--- src/rtl/core/pcwam_pkg.sv ---
// Shared types, reply and item codes and constants for the per-client window average monitor.
// Used by pcwam_div5, per_client_window_average_monitor and the verification files.
`timescale 1ns / 1ps

package pcwam_pkg;

    localparam int DEFAULT_MAX_CLIENTS = 32;
    localparam int WINDOW              = 5;
    localparam int SLOT_W              = 3;
    localparam int SUM_W               = 35;
    localparam int DIV_W               = 36;
    localparam int DIV_DIGITS          = DIV_W / 4;

    localparam logic [1:0] CODE_ACCEPTED = 2'd0;
    localparam logic [1:0] CODE_NEXT     = 2'd1;
    localparam logic [1:0] CODE_STOP     = 2'd2;

    localparam logic KIND_REGISTER = 1'b0;
    localparam logic KIND_SAMPLE   = 1'b1;

    typedef struct packed {
        logic [31:0]       address;
        logic [15:0]       port;
        logic [SLOT_W-1:0] next_slot;
    } entry_t;

    // Quotient digit of a value below 80 divided by five
    function automatic logic [3:0] div5_digit(input logic [6:0] v);
        logic [14:0] prod;
        begin
            prod = 15'(v) * 15'd205;
            return prod[13:10];
        end
    endfunction

endpackage

--- src/rtl/core/pcwam_div5.sv ---
// Sequential divide-by-five of a signed window sum, truncated toward zero.
// One radix-16 digit per cycle; uses pcwam_pkg for widths and the digit function.
`timescale 1ns / 1ps

module pcwam_div5 (
    input  logic                            clk,
    input  logic                            rst_n,
    input  logic                            start,
    input  logic signed [pcwam_pkg::SUM_W-1:0] dividend,
    output logic                            done,
    output logic signed [31:0]              quotient
);

    logic                           run_reg, run_next;
    logic                           done_reg, done_next;
    logic [3:0]                     cnt_reg, cnt_next;
    logic                           neg_reg, neg_next;
    logic [2:0]                     rem_reg, rem_next;
    logic [pcwam_pkg::DIV_W-1:0]    mag_reg, mag_next;
    logic [pcwam_pkg::DIV_W-1:0]    quo_reg, quo_next;
    logic [pcwam_pkg::SUM_W-1:0]    abs_val;
    logic [6:0]                     part;
    logic [3:0]                     digit;
    logic [6:0]                     part_rem;
    logic [pcwam_pkg::DIV_W-1:0]    quo_signed;

    always_comb
    begin
        abs_val  = dividend[pcwam_pkg::SUM_W-1] ? (~dividend + 1'b1) : dividend;
        part     = {rem_reg, mag_reg[pcwam_pkg::DIV_W-1 -: 4]};
        digit    = pcwam_pkg::div5_digit(part);
        part_rem = part - {1'b0, digit, 2'b00} - 7'(digit);

        run_next  = run_reg;
        done_next = 1'b0;
        cnt_next  = cnt_reg;
        neg_next  = neg_reg;
        rem_next  = rem_reg;
        mag_next  = mag_reg;
        quo_next  = quo_reg;

        if (start)
        begin
            run_next = 1'b1;
            cnt_next = '0;
            neg_next = dividend[pcwam_pkg::SUM_W-1];
            rem_next = '0;
            mag_next = {1'b0, abs_val};
            quo_next = '0;
        end
        else if (run_reg)
        begin
            rem_next = part_rem[2:0];
            mag_next = {mag_reg[pcwam_pkg::DIV_W-5:0], 4'd0};
            quo_next = {quo_reg[pcwam_pkg::DIV_W-5:0], digit};
            cnt_next = cnt_reg + 4'd1;
            if (cnt_reg == 4'(pcwam_pkg::DIV_DIGITS - 1))
            begin
                run_next  = 1'b0;
                done_next = 1'b1;
            end
        end
    end

    always_ff @(posedge clk or negedge rst_n)
    begin
        if (!rst_n)
        begin
            run_reg  <= 1'b0;
            done_reg <= 1'b0;
            cnt_reg  <= '0;
        end
        else
        begin
            run_reg  <= run_next;
            done_reg <= done_next;
            cnt_reg  <= cnt_next;
        end
    end

    always_ff @(posedge clk)
    begin
        neg_reg <= neg_next;
        rem_reg <= rem_next;
        mag_reg <= mag_next;
        quo_reg <= quo_next;
    end

    assign quo_signed = neg_reg ? (~quo_reg + 1'b1) : quo_reg;
    assign quotient   = quo_signed[31:0];
    assign done       = done_reg;

endmodule

--- config.mk ---
export PLATFORM = sky130hd
export DESIGN_NAME = pcwam_div5
export DESIGN_NICKNAME = d
export VERILOG_FILES = /design/src/rtl/core/pcwam_pkg.sv /design/src/rtl/core/pcwam_div5.sv
export SDC_FILE = /design/constraint.sdc
export NUM_CORES = 1
export LEC_CHECK = 0
export BUFFER_PORTS_ARGS = -buffer_cell sky130_fd_sc_hd__buf_2
export CELL_PAD_IN_SITES_DETAIL_PLACEMENT = 0
export CELL_PAD_IN_SITES_GLOBAL_PLACEMENT = 1
export CORE_MARGIN = 5
export CORE_UTILIZATION = 35
export CTS_CLUSTER_DIAMETER = 200
export DETAILED_ROUTE_END_ITERATION = 10
export PLACE_DENSITY_LB_ADDON = 0.15
export RECOVER_POWER = 25
export SYNTH_ARGS = -nofsm -noshare
export SYNTH_HDL_FRONTEND = slang
export SYNTH_SLANG_ARGS = --single-unit
--- constraint.sdc ---
create_clock -name clk -period 5.5 [get_ports clk]
set_clock_uncertainty 0.05 [all_clocks]
set_input_delay 0.275 -clock clk [delete_from_list [all_inputs] [get_ports clk]]
set_output_delay 0.275 -clock clk [all_outputs]
set_load 0.1 [all_outputs]
==> metrics.cfg <==
[clocking]
insertion_delay_ns=0.34
htree_levels=3
path_clk_slew_ns=0.06
cts_resized=0
postCtsSetupRepairBufs=0
cts.sinks=78
cts_made_buffers=9
cts_tree=done
clk_path_buf_depth=2
hold_buffers=1
clockRootBuffer=clkbuf_16

[synth]
synthFlopType=edfxtp_1
ys_ff_latch=78
synth.distinct_cells=55
synth_top_family_by_area=simple AND/OR/NAND/NOR gates
synth_area_um2=5290
synthXorXnorAreaFrac_pct=12.0
synthAdderAreaFrac_pct=12.1
synth_compound_area_share_pct=12.0
synthMuxAreaShare_pct=6.24
ys_warn_count=0
synthSimpleGateAreaFrac_pct=16.5
synth_top_area_share_pct=20.4
syn_nets=631
synthArstFlopShare_pct=7.69
synth_area_leaders=edfxtp_1 (20%), dfxtp_1 (14%), ha_1 (8.7%), mux2i_1 (6.2%), xnor2_1 (6.1%)
avgSynthCellArea_um2=9.68
synth-edff-count=36
syn_inst=547
seq_area_frac_synth_pct=36.9
yosysTopAreaCell=edfxtp_1

[global_routing]
grt_pass1_vias=4032
track_usage_pct=14.1
grt_max_degree=59
grt_antenna_before_repair=1
grt_overflow=0
grt_first_pass_wirelength_um=20300

[detailed_routing]
vias_per_cell=5.00
first_pass_iters=4
drtIter0Drc=180
wirelength_um=12000
routedWlPerCell_um=15.0
num_vias=3997
drc=0
ant_nets=0

[setup_path]
arrival_ns=5.05
critPathRequiredTime_ns=5.66
path_buf_inv=4
critPathMaxStageDelay_ns=0.50
path_max_fanout=5
critical_path.top_delay_family=adder cells
start_kind=flop
slowest_stage=fa_1
worstPathCellList=ha_1 > inv_1 > fa_1 > inv_1 > ha_1 > inv_1 > fa_1 > inv_1 > ha_1 > and4_1 > and3_1 > a211oi_2 > xnor2_1 > ha_1 > fa_1 > xnor2_1 > xnor3_1 > a2111oi_2
critical_path_class=reg2reg
end_kind=flop

[floorplan]
dieHeight_um=133
rows=45
die_w_um=133
initial_utilization_pct=35.2
pin_count=71
die_area_um2=17700
core_area_um2=15000

[place]
routabilityCongestion=0.865
place_ws_ns=0.625
dp_hpwl_um=8800
port_buffers=70
dpl_cell_area_um2=5790

[final_layout]
fill_cells=1516
final_area_um2=6090
drive_gt1_share_pct=17.7
final_nets=690
layout_commonest_cell=nor2_1
final_cell_mix=nor2_1 (77), buf_2 (66), xnor2_1 (37), ha_1 (37)
largest_reg_flops=36
syn2layout_area_growth_pct=15.1
antennaDiodeCount=0
fin_util_pct=40.5

[sta]
max_slew_margin_pct=-67.5
slew_viol_final=149
hold_viol_final=0
layout_min_cycle_time_ns=4.88
max_freq_ghz=0.205
fin_setup_tns_ns=0
worst_slack_ns=0.617
setup_viol=0
hold_slack_ns=0.191
rsz0062_at_grt=false
worst_slew_pin_slew_ns=2.51
period_share_pct=88.8

[power]
cellLeakagePower_nw=2.83
clkPwrFrac_pct=16.8
p_sw_w=0.00185
peakVddDrop_v=0.000286
switching_share_pct=51.0
power.internal_w=0.00178
combPwrFrac_pct=62.4
powerDensity_nw_per_um2=596
power_frac_seq_pct=20.9

[outcome]
violations=max-capacitance violations, max-slew violations
status=complete, but fails checks

[job]
cap_violations=3

[min_path]
hp-class=in2reg

-- through the flow --
stage                     instances  power, W
after floorplan                 547   0.00265
after global placement          782   0.00304
after detailed placement        782   0.00305
after CTS                       799   0.00368
after global routing            799   0.00390
final                           799   0.00363
-- per-layer routing --
layer | global-route usage (%) | wire, µm
met4 | 4.33 | 159
met1 | 18.6 | 5780
met2 | 22.6 | 5510
met3 | 3.76 | 539
met5 | 0 | 7
-- synth_stat cells, drive strengths merged, types with 2 or more instances --
cell type and count:
a211oi 3, a21o 2, a21oi 33, and2 4, and3 4, buf 3, clkbuf 21, dfrtp 6
dfxtp 36, edfxtp 36, fa 9, ha 37, inv 32, mux2i 33, nand2 26, nand2b 5
nand3 6, nand3b 3, nand4 5, nand4b 2, nor2 77, nor2b 2, nor3 8, nor4 3
o211ai 2, o21ai 21, o22ai 2, o31ai 17, o41ai 10, or2 7, or3 8, or4 4
xnor2 37, xor2 33
-- cells by family (layout without fill, tap and decap cells) --
family / count (synthesis) / count (layout)
AND/OR/NAND/NOR: 168 / 168
XOR/XNOR: 71 / 71
AO/OA/AOI/OAI: 94 / 94
buffers and inverters: 57 / 121
adder cells (fa/ha/maj): 46 / 46
multiplexers: 33 / 33
flip-flops: 78 / 78
-- power by group through the flow --
stage	Sequential [W]	Clock (W)	Combinational (W)
floorplan	0.000745	0	0.00190
detailed placement	0.000771	0	0.00228
global route	0.000770	0.000651	0.00248
global placement	0.000769	0	0.00228
CTS	0.000759	0.000629	0.00229
finish	0.000758	0.000609	0.00226
-- area by class of cell --
class	instances	area (µm²)	area share (%)
Multi-Input combinational cell	412	3120	51.1
Sequential cell	78	1950	32.1
Timing Repair Buffer	73	367	6.02
Clock buffer	12	256	4.21
Tap cell	188	235	3.86
Inverter	32	120	1.97
Clock inverter	4	45.0	0.739
-- final timing paths --
kind / startpoint / to / slack, ns / depth (start not counted)
min in group asynchronous: rst_n / cnt_reg[1] / 0.30 / 2
worst min-delay path: dividend[0] / mag_reg[0] / 0.19 / 2
worst max register to register: rem_reg[0] / rem_reg[2] / 0.62 / 18
worst max-delay path: rem_reg[0] / rem_reg[2] / 0.62 / 18
max in group asynchronous: rst_n / run_reg / 4.83 / 2
worst min register to register: mag_reg[31] / mag_reg[35] / 0.45 / 2
Power figures use the tool's default switching activity.
